`src/rtl/olr_pkg.sv`:
```
// Package for the ordered list block: widths, action and result codes,
// command and status structs shared by the controller and the datapath.
// No dependencies.
package olr_pkg;

    localparam int VALUE_W        = 64;
    localparam int LIST_DEPTH_DEF = 32;

    typedef logic [1:0]                t_action;
    typedef logic [2:0]                t_kind;
    typedef logic signed [VALUE_W-1:0] t_value;

    localparam t_action ACT_APPEND = 2'd0;
    localparam t_action ACT_REMOVE = 2'd1;
    localparam t_action ACT_DRAIN  = 2'd2;

    localparam t_kind KIND_OK        = 3'd0;
    localparam t_kind KIND_NOT_FOUND = 3'd1;
    localparam t_kind KIND_FULL      = 3'd2;
    localparam t_kind KIND_DATA      = 3'd3;
    localparam t_kind KIND_EMPTY     = 3'd4;
    localparam t_kind KIND_ERROR     = 3'd5;

    localparam t_value MARKER = '1;

    typedef struct packed {
        logic in_ready;
        logic compare;
        logic do_append;
        logic do_remove;
        logic do_drain;
    } t_cmd;

    typedef struct packed {
        logic    in_fire;
        t_action in_action;
        t_action item_action;
        logic    out_free;
        logic    drain_done;
    } t_status;

endpackage

```
`src/rtl/olr_if.sv`:
```
// Channel interfaces for the ordered list block: input items and results.
// Depends on olr_pkg.
interface olr_in_if import olr_pkg::*; ();
    logic    valid;
    logic    ready;
    t_action action;
    t_value  item_value;

    modport source (output valid, output action, output item_value, input ready);
    modport sink   (input valid, input action, input item_value, output ready);
endinterface

interface olr_out_if import olr_pkg::*; ();
    logic   valid;
    logic   ready;
    t_kind  kind;
    t_value out_value;
    logic   last;

    modport source (output valid, output kind, output out_value, output last, input ready);
    modport sink   (input valid, input kind, input out_value, input last, output ready);
endinterface

```
`src/rtl/olr_dpath.sv`:
```
// Datapath of the ordered list: row of entry cells with parallel compare,
// compacting shift, entry count and the result register.
// Depends on olr_pkg and olr_if.
module olr_dpath import olr_pkg::*; #(
    parameter int LIST_DEPTH = LIST_DEPTH_DEF
) (
    input  logic      i_clk,
    input  logic      i_rst_n,
    olr_in_if.sink    i_in,
    olr_out_if.source o_out,
    input  t_cmd      i_cmd,
    output t_status   o_status
);

    localparam int CW = $clog2(LIST_DEPTH + 1);

    t_value                r_cell [LIST_DEPTH];
    t_value                w_up   [LIST_DEPTH];
    logic [CW-1:0]         r_count;
    t_action               r_action;
    t_value                r_value;
    logic [LIST_DEPTH-1:0] r_match;
    logic [LIST_DEPTH-1:0] w_live;
    logic [LIST_DEPTH-1:0] w_eq;
    logic [LIST_DEPTH-1:0] w_below;
    logic [LIST_DEPTH-1:0] w_shift;
    logic                  w_found;
    logic                  w_full;
    logic                  w_cnt_zero;
    logic                  w_head_marker;
    logic                  w_last_entry;
    logic                  w_push;
    logic                  w_drain_data;
    t_value                w_push_val;
    logic                  r_out_valid;
    t_kind                 r_out_kind;
    t_value                r_out_value;
    logic                  r_out_last;
    t_kind                 n_kind;
    t_value                n_value;
    logic                  n_last;
    logic [CW-1:0]         n_count;

    assign i_in.ready = i_cmd.in_ready;

    for (genvar g = 0; g < LIST_DEPTH; g++) begin : g_cell
        assign w_live[g] = CW'(g) < r_count;
        assign w_eq[g]   = w_live[g] && (r_cell[g] == r_value);
        if (g < LIST_DEPTH - 1) begin : g_up
            assign w_up[g] = r_cell[g+1];
        end else begin : g_top
            assign w_up[g] = r_cell[g];
        end
    end

    assign w_found       = |r_match;
    assign w_below       = (r_match - LIST_DEPTH'(1)) & ~r_match;
    assign w_full        = r_count == CW'(LIST_DEPTH);
    assign w_cnt_zero    = r_count == '0;
    assign w_last_entry  = r_count == CW'(1);
    assign w_head_marker = r_cell[0] == MARKER;
    assign w_push        = i_cmd.do_append || (i_cmd.do_remove && !w_found);
    assign w_push_val    = i_cmd.do_append ? r_value : MARKER;
    assign w_drain_data  = i_cmd.do_drain && !w_cnt_zero && !w_head_marker;
    assign w_shift       = w_drain_data ? '1 :
                           (i_cmd.do_remove && w_found) ? ~w_below : '0;

    always_comb begin
        n_kind  = KIND_OK;
        n_value = '0;
        n_last  = 1'b1;
        n_count = r_count;
        if (w_push) begin
            if (w_full) begin
                n_kind = KIND_FULL;
            end else begin
                n_kind  = i_cmd.do_append ? KIND_OK : KIND_NOT_FOUND;
                n_count = r_count + CW'(1);
            end
        end else if (i_cmd.do_remove) begin
            n_count = r_count - CW'(1);
        end else if (i_cmd.do_drain) begin
            priority if (w_cnt_zero) begin
                n_kind = KIND_EMPTY;
            end else if (w_head_marker) begin
                n_kind = KIND_ERROR;
            end else begin
                n_kind  = KIND_DATA;
                n_value = r_cell[0];
                n_last  = w_last_entry;
                n_count = r_count - CW'(1);
            end
        end
    end

    always_ff @(posedge i_clk) begin
        for (int i = 0; i < LIST_DEPTH; i++) begin
            if (w_shift[i]) begin
                r_cell[i] <= w_up[i];
            end else if (w_push && !w_full && CW'(i) == r_count) begin
                r_cell[i] <= w_push_val;
            end
        end
        if (o_status.in_fire) begin
            r_action <= i_in.action;
            r_value  <= i_in.item_value;
        end
        if (i_cmd.compare) begin
            r_match <= w_eq;
        end
        if (i_cmd.do_append || i_cmd.do_remove || i_cmd.do_drain) begin
            r_out_kind  <= n_kind;
            r_out_value <= n_value;
            r_out_last  <= n_last;
        end
    end

    always_ff @(posedge i_clk) begin
        if (!i_rst_n) begin
            r_count     <= '0;
            r_out_valid <= 1'b0;
        end else begin
            r_count <= n_count;
            if (i_cmd.do_append || i_cmd.do_remove || i_cmd.do_drain) begin
                r_out_valid <= 1'b1;
            end else if (o_out.ready) begin
                r_out_valid <= 1'b0;
            end
        end
    end

    assign o_out.valid     = r_out_valid;
    assign o_out.kind      = r_out_kind;
    assign o_out.out_value = r_out_value;
    assign o_out.last      = r_out_last;

    assign o_status.in_fire     = i_in.valid && i_cmd.in_ready;
    assign o_status.in_action   = i_in.action;
    assign o_status.item_action = r_action;
    assign o_status.out_free    = !r_out_valid || o_out.ready;
    assign o_status.drain_done  = w_cnt_zero || w_head_marker || w_last_entry;

    a_count_bound: assert property (@(posedge i_clk) disable iff (!i_rst_n)
        r_count <= CW'(LIST_DEPTH))
        else $error("entry count above list depth");

    a_match_live: assert property (@(posedge i_clk) disable iff (!i_rst_n)
        i_cmd.do_remove |-> (r_match & ~w_live) == '0)
        else $error("match outside live entries");

    a_drain_pop: assert property (@(posedge i_clk) disable iff (!i_rst_n)
        w_drain_data |=> r_count == $past(r_count) - CW'(1))
        else $error("drain step did not pop head");

    a_result_busy: assert property (@(posedge i_clk) disable iff (!i_rst_n)
        (i_cmd.do_append || i_cmd.do_remove || i_cmd.do_drain) |-> o_status.out_free)
        else $error("result written over pending transaction");

endmodule

```
`src/rtl/olr_ctrl.sv`:
```
// Controller of the ordered list: sequences compare, update and drain steps
// and paces them against the result register.
// Depends on olr_pkg.
module olr_ctrl import olr_pkg::*; (
    input  logic    i_clk,
    input  logic    i_rst_n,
    input  t_status i_status,
    output t_cmd    o_cmd
);

    typedef enum logic [3:0] {
        ST_IDLE  = 4'b0001,
        ST_CMP   = 4'b0010,
        ST_EXEC  = 4'b0100,
        ST_DRAIN = 4'b1000
    } t_state;

    t_state r_state;
    t_state n_state;

    always_comb begin
        n_state = r_state;
        o_cmd   = '0;
        unique case (r_state)
            ST_IDLE: begin
                o_cmd.in_ready = 1'b1;
                if (i_status.in_fire) begin
                    unique case (i_status.in_action)
                        ACT_APPEND: n_state = ST_EXEC;
                        ACT_REMOVE: n_state = ST_CMP;
                        ACT_DRAIN:  n_state = ST_DRAIN;
                        default:    n_state = ST_IDLE;
                    endcase
                end
            end
            ST_CMP: begin
                o_cmd.compare = 1'b1;
                n_state       = ST_EXEC;
            end
            ST_EXEC: begin
                if (i_status.out_free) begin
                    o_cmd.do_append = i_status.item_action == ACT_APPEND;
                    o_cmd.do_remove = i_status.item_action == ACT_REMOVE;
                    n_state         = ST_IDLE;
                end
            end
            ST_DRAIN: begin
                if (i_status.out_free) begin
                    o_cmd.do_drain = 1'b1;
                    if (i_status.drain_done) begin
                        n_state = ST_IDLE;
                    end
                end
            end
            default: n_state = ST_IDLE;
        endcase
    end

    always_ff @(posedge i_clk) begin
        if (!i_rst_n) begin
            r_state <= ST_IDLE;
        end else begin
            r_state <= n_state;
        end
    end

endmodule

```
`src/rtl/ordered_list_remove_by_value.sv`:
```
// Ordered list of signed 64-bit entries with append, remove by value and drain.
// Input channel i_in carries action and item_value; result channel o_out
// carries kind, out_value and last (set on the final result of a transaction).
// Append: the item is registered, then appended and its result registered.
// Remove: a parallel compare across all cells, then a step that compacts
// the row or appends the marker. Drain: one result per cycle while the
// result register is free, one entry popped per data result, ending at an
// empty list, a marker entry (error result) or a single empty result.
// One item is in flight at a time: i_in.ready is high only while the
// controller is idle, so a new item is taken only after the last one has
// issued its final result. A result waits in the output register while
// o_out.ready is low; the block then issues no further result until that
// one leaves. Action code 3 is accepted and gives no result.
// Reset (i_rst_n low at a clock edge) empties the list and drops any pending
// result; entry contents are left as they are.
// Depends on olr_pkg, olr_if, olr_ctrl and olr_dpath.
module ordered_list_remove_by_value import olr_pkg::*; #(
    parameter int LIST_DEPTH = LIST_DEPTH_DEF
) (
    input  logic      i_clk,
    input  logic      i_rst_n,
    olr_in_if.sink    i_in,
    olr_out_if.source o_out
);

    t_cmd    w_cmd;
    t_status w_status;

    olr_ctrl u_ctrl (
        .i_clk    (i_clk),
        .i_rst_n  (i_rst_n),
        .i_status (w_status),
        .o_cmd    (w_cmd)
    );

    olr_dpath #(
        .LIST_DEPTH (LIST_DEPTH)
    ) u_dpath (
        .i_clk    (i_clk),
        .i_rst_n  (i_rst_n),
        .i_in     (i_in),
        .o_out    (o_out),
        .i_cmd    (w_cmd),
        .o_status (w_status)
    );

endmodule
```
`src/flat_wrapper.sv`:
```
// flat-port wrapper written by rule: the top's interface ports become plain ports
module ordered_list_remove_by_value_flat import olr_pkg::*;
#(
    parameter int LIST_DEPTH = LIST_DEPTH_DEF
)
  (i_clk, i_rst_n, i_in_valid, i_in_action, i_in_item_value, i_in_ready, o_out_valid, o_out_kind, o_out_out_value, o_out_last, o_out_ready);
  olr_in_if i_in_i ();
  olr_out_if o_out_i ();
  input  logic i_clk;
  input  logic i_rst_n;
  input wire logic [$bits(i_in_i.valid)-1:0] i_in_valid;
  input wire logic [$bits(i_in_i.action)-1:0] i_in_action;
  input wire logic [$bits(i_in_i.item_value)-1:0] i_in_item_value;
  output wire logic [$bits(i_in_i.ready)-1:0] i_in_ready;
  output wire logic [$bits(o_out_i.valid)-1:0] o_out_valid;
  output wire logic [$bits(o_out_i.kind)-1:0] o_out_kind;
  output wire logic [$bits(o_out_i.out_value)-1:0] o_out_out_value;
  output wire logic [$bits(o_out_i.last)-1:0] o_out_last;
  input wire logic [$bits(o_out_i.ready)-1:0] o_out_ready;
  assign i_in_i.valid = i_in_valid;
  assign i_in_i.action = i_in_action;
  assign i_in_i.item_value = i_in_item_value;
  assign i_in_ready = i_in_i.ready;
  assign o_out_valid = o_out_i.valid;
  assign o_out_kind = o_out_i.kind;
  assign o_out_out_value = o_out_i.out_value;
  assign o_out_last = o_out_i.last;
  assign o_out_i.ready = o_out_ready;
  ordered_list_remove_by_value #(.LIST_DEPTH(LIST_DEPTH)) u_core (.i_clk(i_clk), .i_rst_n(i_rst_n), .i_in(i_in_i), .o_out(o_out_i));
endmodule
```
`config.mk`:
```
export PLATFORM = sky130hd
export DESIGN_NAME = ordered_list_remove_by_value_flat
export DESIGN_NICKNAME = d
export VERILOG_FILES = /design/src/rtl/olr_pkg.sv /design/src/rtl/olr_if.sv /design/src/rtl/olr_dpath.sv /design/src/rtl/olr_ctrl.sv /design/src/rtl/ordered_list_remove_by_value.sv /design/src/flat_wrapper.sv
export SDC_FILE = /design/constraint.sdc
export NUM_CORES = 2
export LEC_CHECK = 0
export BUFFER_PORTS_ARGS = -buffer_cell sky130_fd_sc_hd__buf_2
export CORE_MARGIN = 4
export CORE_UTILIZATION = 35
export CTS_CLUSTER_DIAMETER = 30
export CTS_CLUSTER_SIZE = 8
export DETAILED_ROUTE_END_ITERATION = 6
export PLACE_DENSITY = 0.58
export SYNTH_ARGS = -nofsm -noshare
export SYNTH_HDL_FRONTEND = slang
export SYNTH_SLANG_ARGS = --single-unit
export TNS_END_PERCENT = 10
```
`constraint.sdc`:
```
create_clock -name i_clk -period 15.3 [get_ports i_clk]
set_input_delay 0 -clock i_clk [delete_from_list [all_inputs] [get_ports i_clk]]
set_output_delay 0 -clock i_clk [all_outputs]
set_load 0.02 [all_outputs]
```
### After elaboration in Yosys (flattened, before gate mapping)

Memory sizes are Yosys's and may differ from the RTL's.
Cells that the tools add are included.

* memories kept: 1
* memory bits (writable): 2048
* latch bits: 0
* logic and storage cells: 473
* memory bits (read-only): 0
* bits in registers: 177
* output and inout bits: 70

* shift operators: 0
* bitwise logic cells: 36
* multiply operators: 0
* reduce and logical (&&, ||, !) cells: 90
* $add $sub $neg: 3
* divide/modulo/power cells: 0
* $lt $le $gt $ge: 32
* equality and inequality tests: 80
* multiplexer cells: 222

Memory list
* u_core.u_dpath.r_cell: depth 32, width 64, read ports 32, clocked after memory_dff 0, wr ports 32, RTL line olr_dpath.sv:17 `t_value r_cell [LIST_DEPTH];`

Operator list (number)
* $mux W64: 33
* $eq A64 B64 Y1: 32
* $mux W1: 167
* $eq A5 B6 Y1 const A: 16
* $lt A5 B6 Y1 const A: 16
* $logic_and A1 B1 Y1: 70
* $eq A64 B1 Y1 const B: 1
* $mux W32: 2
* $not A32 Y32: 2
* $eq A4 B6 Y1 const A: 8
* $lt A4 B6 Y1 const A: 8
* $mux W6: 6
* $and A32 B32 Y32: 1
* $or A1 B1 Y1: 32
* $reduce_or A32 Y1: 1
* $sub A32 B1 Y32 const B: 1
* $eq A3 B6 Y1 const A: 4
* $lt A3 B6 Y1 const A: 4
* $mux W4: 4
* $pmux W4 S4: 1
* $mux W3: 5
* $eq A2 B6 Y1 const A: 2
* $lt A1 B6 Y1 const A: 2
* $lt A2 B6 Y1 const A: 2
* 24 further kinds: 43

### Longest topological paths before layout

* depth in word-level cells: 12
* gate-level depth with buffers: 11
* gate-level depth less buffers: 7

### Cells and area by module

Synthesis repeated with hierarchy kept, for this count alone.

* cell total of the unflattened synthesis: 8535
* area total of the unflattened synthesis: 116290.3 um^2

By module, submodules not included
* olr_dpath: instances 1, sequential area each 66623.9 um^2, area an instance 115995.0 um^2, cells an instance 8496
* olr_ctrl: instances 1, sequential area each 80.1 um^2, area an instance 295.3 um^2, cells an instance 39

### Least setup slack after synthesis

OpenSTA, ideal clock, no wires.

* path type: reg-to-reg
* start: register u_core.u_dpath.r_match[24]
* end: memory u_core.u_dpath.r_cell[1][896] (netlist name), enable pin
* clock period less this slack: 10.637 ns
* data required time: 14.594 ns
* path slack: 4.663 ns
* path buffers: 2
* cell stages (with the launch flop): 8
* data arrival time: 9.931 ns
* path through: edfxtp_1 or4_4 or4_4 nor4_2 o2111ai_1 clkbuf_1 buf_2 o311ai_0

RTL lines
* start, declared: RTL line olr_dpath.sv:22 `logic [LIST_DEPTH-1:0] r_match;`
* start signal, assigned: RTL line olr_dpath.sv:109 `r_match <= w_eq;`
* end, declared: RTL line olr_dpath.sv:17

==> impl_metrics.ini <==
[clock_network]
cts-root-buf = clkbuf_16
clock_sinks = 2225
clock_latency_ns = 1.06
cts_buffers = 555
htree_levels = 6
ctsLongestPathBuffers = 4
clk_pin_slew_ns = 0.04
cts_tree = done

[floorplan]
rows = 211
start_util = 0.352
die-area_um2 = 343000
fp.coreArea_um2 = 331000
floorplan.die.width_um = 585
die_h_um = 585
ios = 140

[drt]
vias = 91596
routedWlPerCell_um = 47.6
vias_per_cell = 6.53
drtAntennaViolNets = 0
first_pass_iters = 7
drt_iter0_drc = 17710
drt-total-wl_mm = 668
remaining_drc_errors = 61

[worst_setup_path]
worst-path-stages = 8
crit_start = u_core.u_dpath.r_match[0]
r2r_slack_ns = 8.95
path_max_fanout = 65
slowest_stage = nand3_4
crit_chain = or4_1 -> nand4b_1 -> buf_4 -> or4_1 -> a211oi_4 -> buf_4 -> nand3_2 -> nand3_4
worstRegToRegCells = 8
crit_arrival_ns = 6.98
start_kind = register
slowest_delay_ns = 1.25
reg2reg_to = u_core.u_dpath.r_cell[1][164]
worst-path-buf-inv = 2
end_kind = register
crit_family = simple AND/OR/NAND/NOR gates
crit_end = u_core.u_dpath.r_cell[1][164]
cp.required_ns = 15.93
crit_type = register to register
reg2reg_from = u_core.u_dpath.r_match[0]

[global_routing]
grt_max_degree = 130
grt_pass1_vias = 84523
gr-total-overflow = 0
grt_pass1_wl_mm = 845
antenna_found_initial = 110
track_usage = 0.376

[finish]
nFillCells = 30077
nNetsFinal = 9152
area_growth_pct = 23.0
stdcell_count = 14033
drive_gt1_frac = 0.316

[timing]
setup_tns_ns = 0
setup_viol = 0
maxSlewHeadroom = 0.0125
hold_viol_final = 0
fin_crit_sh = 0.415
finalCriticalPeriod_ns = 6.35
rsz0062_at_grt = no
finClkSkew_ns = 0.0593
fmax_ghz = 0.158
slew_viol_final = 0
max_slew.worst_pin.slew_ns = 1.47

[placed_design]
place.detailed.instances = 12744
portBuffers = 139
place.gp.congestion = 1.03
dp_hpwl_mm = 430

[yosys]
yosysWarnings = 0
syn_avg_cell_area_um2 = 13.6
synthTopCellsByArea = edfxtp_1, mux2_2, xnor2_1
synth_area_leader_cell = edfxtp_1
ys.flop_type = edfxtp_1
synth_nets = 8684
synth_edf_count = 2214
ys_async_sr_fraction = 0
netlist_area_um2 = 117000
synth_cell_type_count = 69
synth_cells = 8610
synth_top_cell_area_share = 0.570
yosys_register_bits = 2225
seq_area_frac_synth = 0.571

[power]
total_power_uw = 19900
ir_worst_vdd_mv = 0.100
combPwrFrac = 0.064
p_clk_frac = 0.599
p_seq_frac = 0.337
power_density_nw_per_um2 = 138
p_sw_frac = 0.249
p_int_uw = 14900
p_leak_uw = 0.0483
p_sw_uw = 4950

[hold_path]
hold_class = primary input to register

[flow_run]
drv_cap = 2

[outcome]
outcome = finished with violations
violations = DRC, capacitance limit
## synth_stat cells (6+ instances only)
library cell / n
and3_1: 77
o22ai_1: 36
o21ai_0: 339
buf_2: 106
or3_1: 12
edfxtp_1: 2214
mux2_4: 49
mux2_2: 1466
o221ai_1: 16
o211ai_1: 11
mux2i_1: 40
clkbuf_1: 431
o2bb2ai_1: 12
a21oi_1: 204
nand2_1: 105
buf_6: 46
xor2_1: 939
nor3_1: 43
nor2b_1: 9
nor2_1: 284
o2111ai_1: 8
or4_1: 12
nand3_1: 55
xnor2_1: 988
a211o_1: 9
a22o_1: 10
inv_1: 151
nand2b_1: 6
mux2_1: 49
nor4_1: 321
nand4_1: 329
dfxtp_1: 11
buf_1: 94
a22oi_1: 11
a211oi_1: 11
buf_4: 19
a221oi_1: 24
## cell type report
class / instances / area (um^2) / area share
clock inverter: 363 / 4390 / 0.0305
sequential: 2225 / 66700 / 0.465
multi-input combinational: 5534 / 46800 / 0.326
clock buffer: 633 / 14300 / 0.0997
inverter: 155 / 627 / 0.00437
timing repair buffer: 607 / 4940 / 0.0344
tap: 4366 / 5460 / 0.0380
antenna: 150 / 375 / 0.00261
## worst register-to-register path: stages, from the launching register on
cell and delay (ns):
edfxtp_1 0.45, or4_1 0.68, nand4b_1 0.40, buf_4 0.30, or4_1 0.85, a211oi_4 0.50
buf_4 0.43, nand3_2 1.03, nand3_4 1.26
## layout by cell type, fill, tap and decap left out, types with 33 or more instances in the layout
| master | count |
|---|---|
| o21ai_0 | 339 |
| a21oi_1 | 203 |
| clkinv_1 | 95 |
| nand2_1 | 95 |
| bufinv_16 | 70 |
| nor2_2 | 33 |
| nor3_1 | 40 |
| mux2_4 | 49 |
| nor4_1 | 317 |
| mux2_2 | 1466 |
| clkbuf_1 | 70 |
| mux2i_1 | 40 |
| clkbuf_16 | 560 |
| diode_2 | 150 |
| and3_1 | 67 |
| clkinv_2 | 123 |
| nand4_1 | 329 |
| nand3_1 | 48 |
| buf_2 | 139 |
| edfxtp_1 | 2214 |
| inv_1 | 87 |
| clkinvlp_4 | 38 |
| dlygate4sd3_1 | 142 |
| xnor2_1 | 988 |
| xor2_1 | 939 |
| buf_4 | 296 |
| mux2_1 | 49 |
| o22ai_1 | 36 |
| nor2_1 | 243 |
## per-stage QoR
| step | utilization | cell area (um^2) | hold slack [ns] | setup WS, ns |
|---|---|---|---|---|
| 5_1_grt | 0.432 | 143000 | 0.127 | 8.88 |
| 2_1_floorplan | - | 117000 | 0.0785 | 4.66 |
| 3_5_place_dp | 0.371 | 123000 | 0.178 | 9.12 |
| 6_report | 0.433 | 144000 | 0.130 | 8.95 |
| 4_1_cts | 0.432 | 143000 | 0.103 | 9.10 |
| 3_3_place_gp | 0.371 | 123000 | 0.178 | 9.11 |
## worst min path at each step
stage / cells past startpoint / start / end
CTS: 3 / i_in_valid / u_core.u_dpath.r_action[0]
global placement: 1 / i_in_item_value[33] / u_core.u_dpath.r_value[33]
finish: 3 / i_in_valid / u_core.u_dpath.r_action[0]
detailed placement: 1 / i_in_item_value[60] / u_core.u_dpath.r_value[60]
global route: 3 / i_in_valid / u_core.u_dpath.r_value[58]
floorplan: 1 / i_in_action[1] / u_core.u_ctrl.r_state[1]
## state kept, by name, summed over array words and instances (netlist names)
| signal | flops |
|---|---|
| u_core.u_dpath.r_cell | 2048 |
| u_core.u_dpath.o_out.out_value | 64 |
| u_core.u_dpath.r_value | 64 |
| u_core.u_dpath.r_match | 32 |
| u_core.u_dpath.r_count | 6 |
| u_core.u_ctrl.r_state | 4 |
| u_core.u_dpath.o_out.kind | 3 |
| u_core.u_dpath.r_action | 2 |
| u_core.u_dpath.o_out.last | 1 |
| u_core.u_dpath.o_out.valid | 1 |
## logic make-up (layout without fill, tap and decap cells)
logic type               Yosys count  count (layout)  synth area share
flip-flops                      2225            2225             0.571
XOR/XNOR                        1927            1927             0.145
multiplexers                    1604            1604             0.156
AND/OR/NAND/NOR                 1283            1283            0.0601
buffers and inverters            851            1758            0.0321
AO/OA/AOI/OAI                    716             716            0.0355
adder cells (fa/ha/maj)            4               4          0.000429
other                              0             150                 0
## power by group through the flow
stage | Combinational, uW | Sequential, uW | Clock [uW]
3_3_place_gp | 1170 | 6790 | 0
3_5_place_dp | 1170 | 6790 | 0
5_1_grt | 1240 | 6680 | 12200
4_1_cts | 1200 | 6690 | 11900
2_1_floorplan | 576 | 6780 | 0
6_report | 1270 | 6690 | 11900
## routing by layer
layer  part of all wire  GRT usage  vias up
li1                   -          -    33176
met1               0.36      0.462    46741
met2               0.42      0.542     9192
met3               0.13      0.129     2461
met4              0.088      0.286       26
met5            0.00031    0.00406        -
## repair_timing
action | in CTS | in global routing
setup buffers | 0 | 0
endpoints found under the setup margin | 0 | 0
gates resized for setup | 0 | 0
hold buffers | 142 | 0
hold endpoints to repair | 98 | 0
No activity file was read; power rests on OpenSTA's default activity.
